$ cat config.mk
export PLATFORM = sky130hd
export DESIGN_NAME = ordered_array_insert_delete_search_flat
export DESIGN_NICKNAME = d
export VERILOG_FILES = /design/src/hdl/oaids_pkg.sv /design/src/hdl/oaids_req_if.sv /design/src/hdl/oaids_rsp_if.sv /design/src/hdl/oaids_cell.sv /design/src/hdl/ordered_array_insert_delete_search.sv /design/src/flat_wrapper.sv
export SDC_FILE = /design/constraint.sdc
export NUM_CORES = 2
export LEC_CHECK = 0
export BUFFER_PORTS_ARGS = -buffer_cell sky130_fd_sc_hd__buf_2
export CAP_MARGIN = 20
export CORE_ASPECT_RATIO = 1.75
export CORE_MARGIN = 4
export CORE_UTILIZATION = 38
export DETAILED_ROUTE_END_ITERATION = 12
export SYNTH_ARGS = -nofsm -noshare
export SYNTH_HDL_FRONTEND = slang
export SYNTH_SLANG_ARGS = --single-unit
$ cat constraint.sdc
create_clock -name clk -period 7.5 [get_ports clk]
set_input_delay 0.75 -clock clk [delete_from_list [all_inputs] [get_ports clk]]
set_output_delay 0.75 -clock clk [all_outputs]
set_load 0.05 [all_outputs]
$ cat src/hdl/oaids_pkg.sv
// Shared constants, codes and types for the ordered array block.
package oaids_pkg;

    localparam int DEPTH_DEFAULT      = 16;
    localparam int DATA_WIDTH_DEFAULT = 32;

    localparam int FUNC_W   = 2;
    localparam int POS_W    = 5;
    localparam int VALUE_W  = 32;
    localparam int STATUS_W = 2;
    localparam int FIDX_W   = 4;
    localparam int DOUT_W   = 32;
    localparam int LEN_W    = 5;

    localparam logic [FUNC_W-1:0] FUNC_INSERT = 2'd0;
    localparam logic [FUNC_W-1:0] FUNC_DELETE = 2'd1;
    localparam logic [FUNC_W-1:0] FUNC_SEARCH = 2'd2;
    localparam logic [FUNC_W-1:0] FUNC_READ   = 2'd3;

    localparam logic [STATUS_W-1:0] STATUS_OK    = 2'd0;
    localparam logic [STATUS_W-1:0] STATUS_FULL  = 2'd1;
    localparam logic [STATUS_W-1:0] STATUS_RANGE = 2'd2;

    typedef struct packed {
        logic commit_ins;
        logic commit_del;
        logic scan_search;
        logic scan_pick;
    } cell_ctrl_t;

endpackage

$ cat src/hdl/oaids_req_if.sv
// Request channel: operation word into the block.
interface oaids_req_if;
    logic                               valid;
    logic                               ready;
    logic [oaids_pkg::FUNC_W-1:0]       func;
    logic [oaids_pkg::POS_W-1:0]        position;
    logic signed [oaids_pkg::VALUE_W-1:0] value;

    modport source (output valid, output func, output position, output value, input ready);
    modport sink   (input valid, input func, input position, input value, output ready);
endinterface

$ cat src/hdl/oaids_rsp_if.sv
// Response channel: result word out of the block.
interface oaids_rsp_if;
    logic                                valid;
    logic                                ready;
    logic [oaids_pkg::STATUS_W-1:0]      status;
    logic                                found;
    logic [oaids_pkg::FIDX_W-1:0]        found_index;
    logic signed [oaids_pkg::DOUT_W-1:0] data_out;
    logic [oaids_pkg::LEN_W-1:0]         length;

    modport source (output valid, output status, output found, output found_index,
                    output data_out, output length, input ready);
    modport sink   (input valid, input status, input found, input found_index,
                    input data_out, input length, output ready);
endinterface

$ cat src/hdl/oaids_cell.sv
// One array cell: holds an entry, shifts with its neighbors, passes the scan word on.
module oaids_cell #(
    parameter int INDEX      = 0,
    parameter int DATA_WIDTH = oaids_pkg::DATA_WIDTH_DEFAULT,
    parameter int IDX_W      = 4,
    parameter int CMP_W      = 5
) (
    input  logic                   clk,
    input  logic                   rst_n,
    input  oaids_pkg::cell_ctrl_t  ctrl,
    input  logic [CMP_W-1:0]       pos,
    input  logic [CMP_W-1:0]       cnt,
    input  logic [DATA_WIDTH-1:0]  val,
    input  logic [DATA_WIDTH-1:0]  left_entry,
    input  logic [DATA_WIDTH-1:0]  right_entry,
    output logic [DATA_WIDTH-1:0]  entry,
    input  logic                   hit_in,
    input  logic [IDX_W-1:0]       idx_in,
    input  logic [DATA_WIDTH-1:0]  data_in,
    output logic                   hit_out,
    output logic [IDX_W-1:0]       idx_out,
    output logic [DATA_WIDTH-1:0]  data_out
);

    localparam logic [CMP_W-1:0] MY_POS = CMP_W'(INDEX);
    localparam logic [IDX_W-1:0] MY_IDX = IDX_W'(INDEX);

    logic [DATA_WIDTH-1:0] entry_reg;
    logic [DATA_WIDTH-1:0] entry_next;
    logic                  hit_reg;
    logic                  hit_next;
    logic [IDX_W-1:0]      idx_reg;
    logic [IDX_W-1:0]      idx_next;
    logic [DATA_WIDTH-1:0] data_reg;
    logic [DATA_WIDTH-1:0] data_next;
    logic                  live;
    logic                  take;

    assign entry    = entry_reg;
    assign hit_out  = hit_reg;
    assign idx_out  = idx_reg;
    assign data_out = data_reg;

    always_comb
    begin
        entry_next = entry_reg;
        if (ctrl.commit_ins)
        begin
            if (MY_POS > pos)
            begin
                entry_next = left_entry;
            end
            else if (MY_POS == pos)
            begin
                entry_next = val;
            end
        end
        else if (ctrl.commit_del)
        begin
            if (MY_POS >= pos)
            begin
                entry_next = right_entry;
            end
        end
    end

    // first qualifying cell along the chain claims the scan word
    always_comb
    begin
        live = MY_POS < cnt;
        take = !hit_in && live &&
               ((ctrl.scan_search && (entry_reg == val)) ||
                (ctrl.scan_pick && (MY_POS == pos)));
        hit_next  = hit_in || take;
        idx_next  = take ? MY_IDX : idx_in;
        data_next = take ? entry_reg : data_in;
    end

    always_ff @(posedge clk)
    begin
        entry_reg <= entry_next;
        idx_reg   <= idx_next;
        data_reg  <= data_next;
    end

    always_ff @(posedge clk or negedge rst_n)
    begin
        if (!rst_n)
        begin
            hit_reg <= 1'b0;
        end
        else
        begin
            hit_reg <= hit_next;
        end
    end

endmodule

$ cat src/hdl/ordered_array_insert_delete_search.sv
// Top level of the ordered array: cell row, scan sequencing, count and result register.
//
// Keeps up to DEPTH words in a row of cells, packed from index 0. One operation is
// handled at a time: after a request word is accepted, a scan word walks down the row
// one cell per clock, then the insert or delete shift is applied to all cells at once
// and the response word is registered; the block can accept the next request in the
// same cycle in which the response appears. The walk of the scan word through the cell
// row sets when the response appears, unless a response held back stalls the commit.
// A new request may be accepted while the previous response still waits to be taken;
// a response held back stalls the commit of the following operation. Cell entries are
// undefined after reset; the count is cleared, so no entry beyond it is ever returned.
module ordered_array_insert_delete_search #(
    parameter int DEPTH      = oaids_pkg::DEPTH_DEFAULT,
    parameter int DATA_WIDTH = oaids_pkg::DATA_WIDTH_DEFAULT
) (
    input  logic         clk,
    input  logic         rst_n,
    oaids_req_if.sink    req,
    oaids_rsp_if.source  rsp
);

    localparam int CNT_W = $clog2(DEPTH + 1);
    localparam int IDX_W = $clog2(DEPTH);
    localparam int CMP_W = (CNT_W > oaids_pkg::POS_W) ? CNT_W : oaids_pkg::POS_W;

    logic                              busy_reg;
    logic                              busy_next;
    logic [CNT_W-1:0]                  step_reg;
    logic [CNT_W-1:0]                  step_next;
    logic [CNT_W-1:0]                  count_reg;
    logic [CNT_W-1:0]                  count_next;
    logic [oaids_pkg::FUNC_W-1:0]      func_reg;
    logic [oaids_pkg::POS_W-1:0]       pos_reg;
    logic [DATA_WIDTH-1:0]             val_reg;

    logic                              rsp_valid_reg;
    logic                              rsp_valid_next;
    logic [oaids_pkg::STATUS_W-1:0]    status_reg;
    logic [oaids_pkg::STATUS_W-1:0]    status_next;
    logic                              found_reg;
    logic                              found_next;
    logic [oaids_pkg::FIDX_W-1:0]      fidx_reg;
    logic [oaids_pkg::FIDX_W-1:0]      fidx_next;
    logic [oaids_pkg::DOUT_W-1:0]      dout_reg;
    logic [oaids_pkg::DOUT_W-1:0]      dout_next;
    logic [oaids_pkg::LEN_W-1:0]       len_reg;
    logic [oaids_pkg::LEN_W-1:0]       len_next;

    logic                              accept;
    logic                              scan_done;
    logic                              commit;
    logic                              ins_ok;
    logic                              del_ok;
    logic [CMP_W-1:0]                  pos_x;
    logic [CMP_W-1:0]                  cnt_x;
    logic [63:0]                       val_wide;
    logic [63:0]                       data_wide;
    logic [63:0]                       idx_wide;
    logic [63:0]                       len_wide;
    oaids_pkg::cell_ctrl_t             ctrl;

    logic [DATA_WIDTH-1:0]             entry_w [DEPTH];
    logic                              hit_c   [DEPTH+1];
    logic [IDX_W-1:0]                  idx_c   [DEPTH+1];
    logic [DATA_WIDTH-1:0]             data_c  [DEPTH+1];

    assign req.ready = !busy_reg;
    assign accept    = req.valid && !busy_reg;
    assign scan_done = busy_reg && (step_reg == CNT_W'(DEPTH));
    assign commit    = scan_done && (!rsp_valid_reg || rsp.ready);

    assign pos_x    = CMP_W'(pos_reg);
    assign cnt_x    = CMP_W'(count_reg);
    assign val_wide = {32'b0, req.value};

    assign hit_c[0]  = 1'b0;
    assign idx_c[0]  = '0;
    assign data_c[0] = '0;

    always_comb
    begin
        ctrl.commit_ins  = commit && ins_ok;
        ctrl.commit_del  = commit && del_ok;
        ctrl.scan_search = (func_reg == oaids_pkg::FUNC_SEARCH);
        ctrl.scan_pick   = (func_reg == oaids_pkg::FUNC_DELETE) ||
                           (func_reg == oaids_pkg::FUNC_READ);
    end

    for (genvar i = 0; i < DEPTH; i++)
    begin : g_cell
        logic [DATA_WIDTH-1:0] left_w;
        logic [DATA_WIDTH-1:0] right_w;

        if (i == 0)
        begin : g_first
            assign left_w = entry_w[i];
        end
        else
        begin : g_mid_l
            assign left_w = entry_w[i-1];
        end

        if (i == DEPTH - 1)
        begin : g_last
            assign right_w = entry_w[i];
        end
        else
        begin : g_mid_r
            assign right_w = entry_w[i+1];
        end

        oaids_cell #(
            .INDEX      (i),
            .DATA_WIDTH (DATA_WIDTH),
            .IDX_W      (IDX_W),
            .CMP_W      (CMP_W)
        ) u_cell (
            .clk         (clk),
            .rst_n       (rst_n),
            .ctrl        (ctrl),
            .pos         (pos_x),
            .cnt         (cnt_x),
            .val         (val_reg),
            .left_entry  (left_w),
            .right_entry (right_w),
            .entry       (entry_w[i]),
            .hit_in      (hit_c[i]),
            .idx_in      (idx_c[i]),
            .data_in     (data_c[i]),
            .hit_out     (hit_c[i+1]),
            .idx_out     (idx_c[i+1]),
            .data_out    (data_c[i+1])
        );
    end

    always_comb
    begin
        ins_ok      = 1'b0;
        del_ok      = 1'b0;
        status_next = oaids_pkg::STATUS_OK;
        found_next  = 1'b0;
        idx_wide    = '0;
        data_wide   = '0;
        count_next  = count_reg;
        unique case (func_reg)
            oaids_pkg::FUNC_INSERT:
            begin
                if (count_reg == CNT_W'(DEPTH))
                begin
                    status_next = oaids_pkg::STATUS_FULL;
                end
                else if (pos_x > cnt_x)
                begin
                    status_next = oaids_pkg::STATUS_RANGE;
                end
                else
                begin
                    ins_ok     = 1'b1;
                    count_next = count_reg + CNT_W'(1);
                end
            end
            oaids_pkg::FUNC_DELETE:
            begin
                if (pos_x >= cnt_x)
                begin
                    status_next = oaids_pkg::STATUS_RANGE;
                end
                else
                begin
                    del_ok     = 1'b1;
                    data_wide  = 64'(data_c[DEPTH]);
                    count_next = count_reg - CNT_W'(1);
                end
            end
            oaids_pkg::FUNC_SEARCH:
            begin
                found_next = hit_c[DEPTH];
                if (hit_c[DEPTH])
                begin
                    idx_wide = 64'(idx_c[DEPTH]);
                end
            end
            oaids_pkg::FUNC_READ:
            begin
                if (pos_x >= cnt_x)
                begin
                    status_next = oaids_pkg::STATUS_RANGE;
                end
                else
                begin
                    data_wide = 64'(data_c[DEPTH]);
                end
            end
            default:
            begin
                status_next = oaids_pkg::STATUS_OK;
            end
        endcase
        len_wide  = 64'(count_next);
        fidx_next = idx_wide[oaids_pkg::FIDX_W-1:0];
        dout_next = data_wide[oaids_pkg::DOUT_W-1:0];
        len_next  = len_wide[oaids_pkg::LEN_W-1:0];
    end

    always_comb
    begin
        busy_next = busy_reg;
        step_next = step_reg;
        if (accept)
        begin
            busy_next = 1'b1;
            step_next = '0;
        end
        else if (commit)
        begin
            busy_next = 1'b0;
        end
        else if (busy_reg && !scan_done)
        begin
            step_next = step_reg + CNT_W'(1);
        end

        rsp_valid_next = rsp_valid_reg;
        if (commit)
        begin
            rsp_valid_next = 1'b1;
        end
        else if (rsp.ready)
        begin
            rsp_valid_next = 1'b0;
        end
    end

    always_ff @(posedge clk or negedge rst_n)
    begin
        if (!rst_n)
        begin
            busy_reg      <= 1'b0;
            step_reg      <= '0;
            count_reg     <= '0;
            rsp_valid_reg <= 1'b0;
        end
        else
        begin
            busy_reg      <= busy_next;
            step_reg      <= step_next;
            rsp_valid_reg <= rsp_valid_next;
            if (commit)
            begin
                count_reg <= count_next;
            end
        end
    end

    always_ff @(posedge clk)
    begin
        if (accept)
        begin
            func_reg <= req.func;
            pos_reg  <= req.position;
            val_reg  <= val_wide[DATA_WIDTH-1:0];
        end
        if (commit)
        begin
            status_reg <= status_next;
            found_reg  <= found_next;
            fidx_reg   <= fidx_next;
            dout_reg   <= dout_next;
            len_reg    <= len_next;
        end
    end

    assign rsp.valid       = rsp_valid_reg;
    assign rsp.status      = status_reg;
    assign rsp.found       = found_reg;
    assign rsp.found_index = fidx_reg;
    assign rsp.data_out    = dout_reg;
    assign rsp.length      = len_reg;

endmodule
$ cat src/flat_wrapper.sv
// flat-port wrapper written by rule: the top's interface ports become plain ports
module ordered_array_insert_delete_search_flat 
#(
    parameter int DEPTH      = oaids_pkg::DEPTH_DEFAULT,
    parameter int DATA_WIDTH = oaids_pkg::DATA_WIDTH_DEFAULT
)
  (clk, rst_n, req_valid, req_func, req_position, req_value, req_ready, rsp_valid, rsp_status, rsp_found, rsp_found_index, rsp_data_out, rsp_length, rsp_ready);
  oaids_req_if req_i ();
  oaids_rsp_if rsp_i ();
  input  logic clk;
  input  logic rst_n;
  input wire logic [$bits(req_i.valid)-1:0] req_valid;
  input wire logic [$bits(req_i.func)-1:0] req_func;
  input wire logic [$bits(req_i.position)-1:0] req_position;
  input wire logic [$bits(req_i.value)-1:0] req_value;
  output wire logic [$bits(req_i.ready)-1:0] req_ready;
  output wire logic [$bits(rsp_i.valid)-1:0] rsp_valid;
  output wire logic [$bits(rsp_i.status)-1:0] rsp_status;
  output wire logic [$bits(rsp_i.found)-1:0] rsp_found;
  output wire logic [$bits(rsp_i.found_index)-1:0] rsp_found_index;
  output wire logic [$bits(rsp_i.data_out)-1:0] rsp_data_out;
  output wire logic [$bits(rsp_i.length)-1:0] rsp_length;
  input wire logic [$bits(rsp_i.ready)-1:0] rsp_ready;
  assign req_i.valid = req_valid;
  assign req_i.func = req_func;
  assign req_i.position = req_position;
  assign req_i.value = req_value;
  assign req_ready = req_i.ready;
  assign rsp_valid = rsp_i.valid;
  assign rsp_status = rsp_i.status;
  assign rsp_found = rsp_i.found;
  assign rsp_found_index = rsp_i.found_index;
  assign rsp_data_out = rsp_i.data_out;
  assign rsp_length = rsp_i.length;
  assign rsp_i.ready = rsp_ready;
  ordered_array_insert_delete_search #(.DEPTH(DEPTH), .DATA_WIDTH(DATA_WIDTH)) u_core (.clk(clk), .rst_n(rst_n), .req(req_i), .rsp(rsp_i));
endmodule
* After elaboration in Yosys (flattened, before gate mapping)
Index checks and enable logic that the tools add are counted.
** Operators by class
- Order comparisons :: 49
- Multiplexer cells :: 113
- Bitwise logic cells :: 1
- Add/subtract/negate cells :: 3
- Reductions and logical operators :: 162
- Eq/ne operators :: 53
** Operators by type and width (number)
- $mux W32 :: 92
- $eq A32 B32 Y1 :: 16
- $logic_and A1 B1 Y1 :: 69
- $ne A3 B3 Y1 const B :: 14
- $reduce_and A3 Y1 :: 14
- $eq A4 B5 Y1 const A :: 8
- $gt A4 B5 Y1 const A :: 8
- $lt A4 B5 Y1 const A :: 8
- $reduce_bool A2 Y1 :: 20
- $ge A4 B5 Y1 const A :: 7
- $logic_or A1 B1 Y1 :: 33
- $mux W5 :: 6
- $eq A3 B5 Y1 const A :: 4
- $ge A3 B5 Y1 const A :: 4
- $gt A3 B5 Y1 const A :: 4
- $lt A3 B5 Y1 const A :: 4
- $logic_not A1 Y1 :: 18
- $add A5 B1 Y5 const B :: 2
- $eq A2 B5 Y1 const A :: 2
- $eq A5 B5 Y1 const B :: 2
- $ge A1 B5 Y1 const A :: 2
- $ge A2 B5 Y1 const A :: 2
- $gt A1 B5 Y1 const A :: 2
- $gt A2 B5 Y1 const A :: 2
- other kinds (20) :: 38
** Storage, ports and cells
- Output and inout port bits :: 46
- Register bits after elaboration :: 1184
- Input bits :: 43

* Longest topological paths before layout
- Word-level depth :: 7
- Gate-level depth with buffers :: 12

* Modules after synthesis
Synthesis repeated with hierarchy kept, for this count alone.
** Unflattened totals
- Cells, all modules :: 7434
- Area, all modules :: 70804.2 um2
** Modules (own cells, without submodules)
- oaids_cell at u_core.g_cell[2].u_cell :: instances 1, sequential area each 1706.6 um2, cells each 500, area an instance 4576.9 um2
- oaids_cell at u_core.g_cell[10].u_cell :: instances 1, sequential area each 1706.6 um2, cells each 466, area an instance 4332.9 um2
- oaids_cell at u_core.g_cell[7].u_cell :: instances 1, sequential area each 1706.6 um2, cells each 491, area an instance 4306.6 um2
- oaids_cell at u_core.g_cell[8].u_cell :: instances 1, sequential area each 1706.6 um2, cells each 465, area an instance 4254.1 um2
- oaids_cell at u_core.g_cell[9].u_cell :: instances 1, sequential area each 1706.6 um2, cells each 462, area an instance 4244.1 um2
- oaids_cell at u_core.g_cell[4].u_cell :: instances 1, sequential area each 1706.6 um2, cells each 466, area an instance 4242.8 um2
- oaids_cell at u_core.g_cell[13].u_cell :: instances 1, sequential area each 1706.6 um2, cells each 463, area an instance 4235.3 um2
- oaids_cell at u_core.g_cell[12].u_cell :: instances 1, sequential area each 1706.6 um2, cells each 460, area an instance 4234.1 um2
- oaids_cell at u_core.g_cell[1].u_cell :: instances 1, sequential area each 1706.6 um2, cells each 461, area an instance 4225.3 um2
- oaids_cell at u_core.g_cell[6].u_cell :: instances 1, sequential area each 1706.6 um2, cells each 460, area an instance 4224.1 um2
- oaids_cell at u_core.g_cell[14].u_cell :: instances 1, sequential area each 1706.6 um2, cells each 460, area an instance 4216.5 um2
- oaids_cell at u_core.g_cell[3].u_cell :: instances 1, sequential area each 1706.6 um2, cells each 460, area an instance 4206.5 um2
- oaids_cell at u_core.g_cell[5].u_cell :: instances 1, sequential area each 1706.6 um2, cells each 463, area an instance 4205.3 um2
- oaids_cell at u_core.g_cell[11].u_cell :: instances 1, sequential area each 1706.6 um2, cells each 463, area an instance 4192.8 um2
- +3 rows

* Least setup slack after synthesis
OpenSTA, ideal clock, no wires.
- Kind :: register to register
- From :: register u_core.count_reg[4], in the netlist u_core.cnt_x[4]
- To :: register u_core.g_cell[11].u_cell.entry_reg[0], enable pin
- Buffers on the path :: 1
- Data arrival time :: 4469 ps
- Setup slack :: 2561 ps
- Clock period less this slack :: 4939 ps
- Data required time :: 7030 ps
- Setup time :: 470 ps
- Cell stages (with the launch flop) :: 9
- Path through :: dfrtp_1 buf_2 clkinv_1 ha_1 and3_1 o21a_1 o31ai_4 nand3_1 a211oi_1
** On the way
- Word-level cells in the longest chain between the ends :: 7
- Elaborated cells on any way between the ends :: 14
** Ends and longest elaborated chain
- from (decl) :: RTL line ordered_array_insert_delete_search.sv:30 : logic [CNT_W-1:0] count_reg;
- from (signal assigned) :: RTL line ordered_array_insert_delete_search.sv:250 : count_reg <= count_next;
- $gt A5 B5 Y1 :: RTL line ordered_array_insert_delete_search.sv:152 : else if (pos_x > cnt_x)
- $mux W1 :: RTL line ordered_array_insert_delete_search.sv:152
- $mux W1 :: RTL line ordered_array_insert_delete_search.sv:148 : if (count_reg == CNT_W'(DEPTH))
- $mux W1 :: RTL line ordered_array_insert_delete_search.sv:145 : unique case (func_reg)
- $logic_and A1 B1 Y1 :: RTL line ordered_array_insert_delete_search.sv:82 : ctrl.commit_ins = commit && ins_ok;
- $ne A3 B3 Y1 (no source line) / $reduce_bool A2 Y1 (equally long branches)
- $reduce_and A3 Y1 (no source line) *
- to (signal assigned) :: RTL line oaids_cell.sv:81 : entry_reg <= entry_next;
- to (decl) :: RTL line oaids_cell.sv:28 : logic [DATA_WIDTH-1:0] entry_reg;
Mark *: on every way between the ends. The rest lies on a longest branch, timed or not.
A chain may end at the register's enable or synchronous reset.

* Worst setup path in the final report
- From :: register u_core.count_reg[4], in the netlist u_core.cnt_x[4]
- To :: register u_core.g_cell[14].u_cell.entry_reg[7], data pin
** On the way
- Word-level cells in the longest chain between the ends :: 6
- Elaborated cells on any way between the ends :: 7
** Ends and longest elaborated chain
- $gt A5 B5 Y1 :: RTL line ordered_array_insert_delete_search.sv:152
- $mux W1 :: RTL line ordered_array_insert_delete_search.sv:152
- $mux W1 * :: RTL line ordered_array_insert_delete_search.sv:148
- $mux W1 * :: RTL line ordered_array_insert_delete_search.sv:145
- $logic_and A1 B1 Y1 * :: RTL line ordered_array_insert_delete_search.sv:82
- $mux W32 * :: RTL line oaids_cell.sv:47 : if (ctrl.commit_ins)
- via u_core.g_cell[14].u_cell.entry_next[7] :: RTL line oaids_cell.sv:29 : logic [DATA_WIDTH-1:0] entry_next;
- to (signal assigned) :: RTL line oaids_cell.sv:81
- to (decl) :: RTL line oaids_cell.sv:28
Mark *: on every way through the listed nets, which the timed path passes. The rest lies on a longest branch.

==> impl_metrics.json <==
{
  "grt_pass1_wl_mm": 232,
  "gp_congestion": 0.920,
  "fmaxAchievable_mhz": 222,
  "min_period_ns": 4.51,
  "track_usage_pct": 21.1,
  "p_seq_share_pct": 49.0,
  "end_kind": "flip-flop",
  "ioPinCount": 89,
  "crit_path_max_fanout": 137,
  "synth_nets": 4642,
  "clock_latency_ns": 0.73,
  "min_path_type": "in -> async",
  "first_global_vias": 33400,
  "cellLeakagePower_nw": 23.5,
  "cap_violations": 0,
  "wire_per_inst_um": 24.9,
  "rsz0062_at_grt": "false",
  "status": "finished clean",
  "ctsRootBufferMaster": "clkbuf_16",
  "critical_path_arrival_ns": 4.93,
  "die_w_um": 293,
  "reg2reg_depth": 10,
  "fin_skew_ns": 0.0262,
  "synthToLayoutAreaGrowth_pct": 10.8,
  "post-cts-setup-buffers": 0,
  "worstPathRequired_ns": 7.91,
  "nNetsFinal": 4583,
  "final_util_pct": 42.5,
  "cp-start-kind": "flip-flop",
  "yosys.area.top_type_share_pct": 33.0,
  "switchingPower_mw": 3.70,
  "wl_mm": 161,
  "clockBufferDepth": 3,
  "rows": 182,
  "layout.cells.non_filler": 6465,
  "via_per_inst": 5.08,
  "post_dp_cell_area_um2": 56100,
  "seq_area_frac_synth_pct": 55.1,
  "final.setup.tns_ns": 0,
  "criticalPathCategory": "reg -> reg",
  "synth_area_um2": 54100,
  "clk_pin_slew_worst_paths_ns": 0.07,
  "cts_buffers": 107,
  "first_iter_violations": 1923,
  "avgSynthCellArea_um2": 11.8,
  "synth_edf_count": 595,
  "cts-htree-levels": 3,
  "drv_slew": 0,
  "p_comb_share_pct": 10.6,
  "vdd_drop_max_mv": 0.158,
  "r2r_slack_ns": 2.99,
  "synth.area.top_cells": "edfxtp_1 33%, dfxtp_1 21%, mux2_2 11%",
  "clockPowerShare_pct": 40.4,
  "synth_common_cells": "601 x nand2_1, 595 x edfxtp_1, 561 x dfxtp_1, 510 x mux2_2, 426 x o21ai_0",
  "ys_ff_latch": 1184,
  "design_area_um2": 59900,
  "grt_max_degree": 240,
  "grt-ovfl-total": 0,
  "power_mw": 14.7,
  "antenna_found_initial": 1,
  "tightest_slew_ns": 1.29,
  "ys_types": 63,
  "core-area_um2": 141000,
  "die_h_um": 507,
  "portBuffers": 88,
  "synth_flop_cell": "edfxtp_1",
  "syn_inst": 4588,
  "hold_violations": 0,
  "hold_buffers": 0,
  "cts_resized": 0,
  "vias": 32800,
  "slew_headroom_pct": 13.1,
  "cts_sinks": 1184,
  "yosysTopAreaCell": "edfxtp_1",
  "initial_utilization_pct": 38.4,
  "p_per_area_nw_per_um2": 246,
  "synth.most_common_cell": "nand2_1",
  "placed_cells": 6258,
  "ant_nets": 0,
  "die-area_um2": 149000,
  "drive_gt1_share_pct": 20.8,
  "p_int_mw": 11.0,
  "async_reset_ff_share_pct": 2.36,
  "cts_tree": "done",
  "hpwlAfterDp_mm": 120,
  "dr.pass1.iters": 5,
  "swShare_pct": 25.1,
  "min_period_over_period_pct": 60.2,
  "ys_warn_count": 0,
  "setup_viol_count_final": 0,
  "drc": 0
}
worst paths after layout:
check / to / from
max: u_core.g_cell[14].u_cell.entry[7] / u_core.cnt_x[4]
min: u_core.step_reg[2] / rst_n
max reg2reg: u_core.g_cell[14].u_cell.entry[7] / u_core.cnt_x[4]
min reg2reg: u_core.g_cell[11].u_cell.idx_out[3] / u_core.g_cell[10].u_cell.idx_out[3]
max in group asynchronous: u_core.g_cell[9].u_cell.hit_out / rst_n
min in group clk: u_core.val_reg[6] / req_value[6]
layout make-up:
cell class | instances | area, um^2
antenna | 1 | 2.50
clock buffer | 149 | 3130
clock inverter | 55 | 689
fill | 13000 | 81000
inverter | 26 | 97.6
multi-input combinational | 3020 | 22600
sequential | 1184 | 29800
tap | 1840 | 2300
timing repair buffer | 190 | 1300
cells by family after synthesis:
| group | synth area share [%] |
|---|---|
| xor+xnor | 8.41 |
| mux | 18.4 |
| fa+ha+maj | 0.255 |
| flops | 55.1 |
| compound gates | 5.15 |
| simple gates | 8.90 |
| buf+inv | 3.74 |
stage by stage:
step,hold WS (ns),setup WS (ns)
detailed placement,0.394,2.71
floorplan,0.386,2.56
finish,0.0827,2.99
global route,0.128,2.64
global placement,0.390,2.76
CTS,0.0547,2.69
placed cells by master (no fill, tap or decap), types with 58 or more instances in the layout:
master,n
nand2_1,600
o21ai_0,426
nor4_1,77
buf_2,88
mux2_2,510
nor2_1,60
nand4_1,58
mux2i_1,420
xnor2_1,210
xor2_1,309
clkbuf_16,113
buf_4,95
dfxtp_1,561
and2_1,75
edfxtp_1,595
worst max-delay path, stage by stage (launching register included):
cell and delay (ns):
dfrtp_1 0.54, clkinv_1 0.40, ha_1 0.46, and3_1 0.19, o21a_1 0.23, o31ai_4 0.13
nand3_4 0.20, buf_16 0.29, buf_12 0.44, buf_4 0.89, o21ai_0 0.24
metal layers:
metal / share of wire (%) / global-route usage [%] / vias up
li1: - / - / 16000
met1: 33 / 19.9 / 15800
met2: 53 / 39.3 / 752
met3: 2.6 / 2.12 / 338
met4: 11 / 20.0 / 0
met5: 0 / 0 / -
power groups by stage:
| stage | Sequential [mW] | Combinational [mW] | Clock (mW) |
|---|---|---|---|
| 2_1_floorplan | 7.34 | 1.06 | 0 |
| 3_3_place_gp | 7.36 | 1.55 | 0 |
| 3_5_place_dp | 7.36 | 1.56 | 0 |
| 4_1_cts | 7.22 | 1.57 | 6.06 |
| 5_1_grt | 7.25 | 1.67 | 6.31 |
| 6_report | 7.22 | 1.57 | 5.95 |
Power figures use the tool's default switching activity.
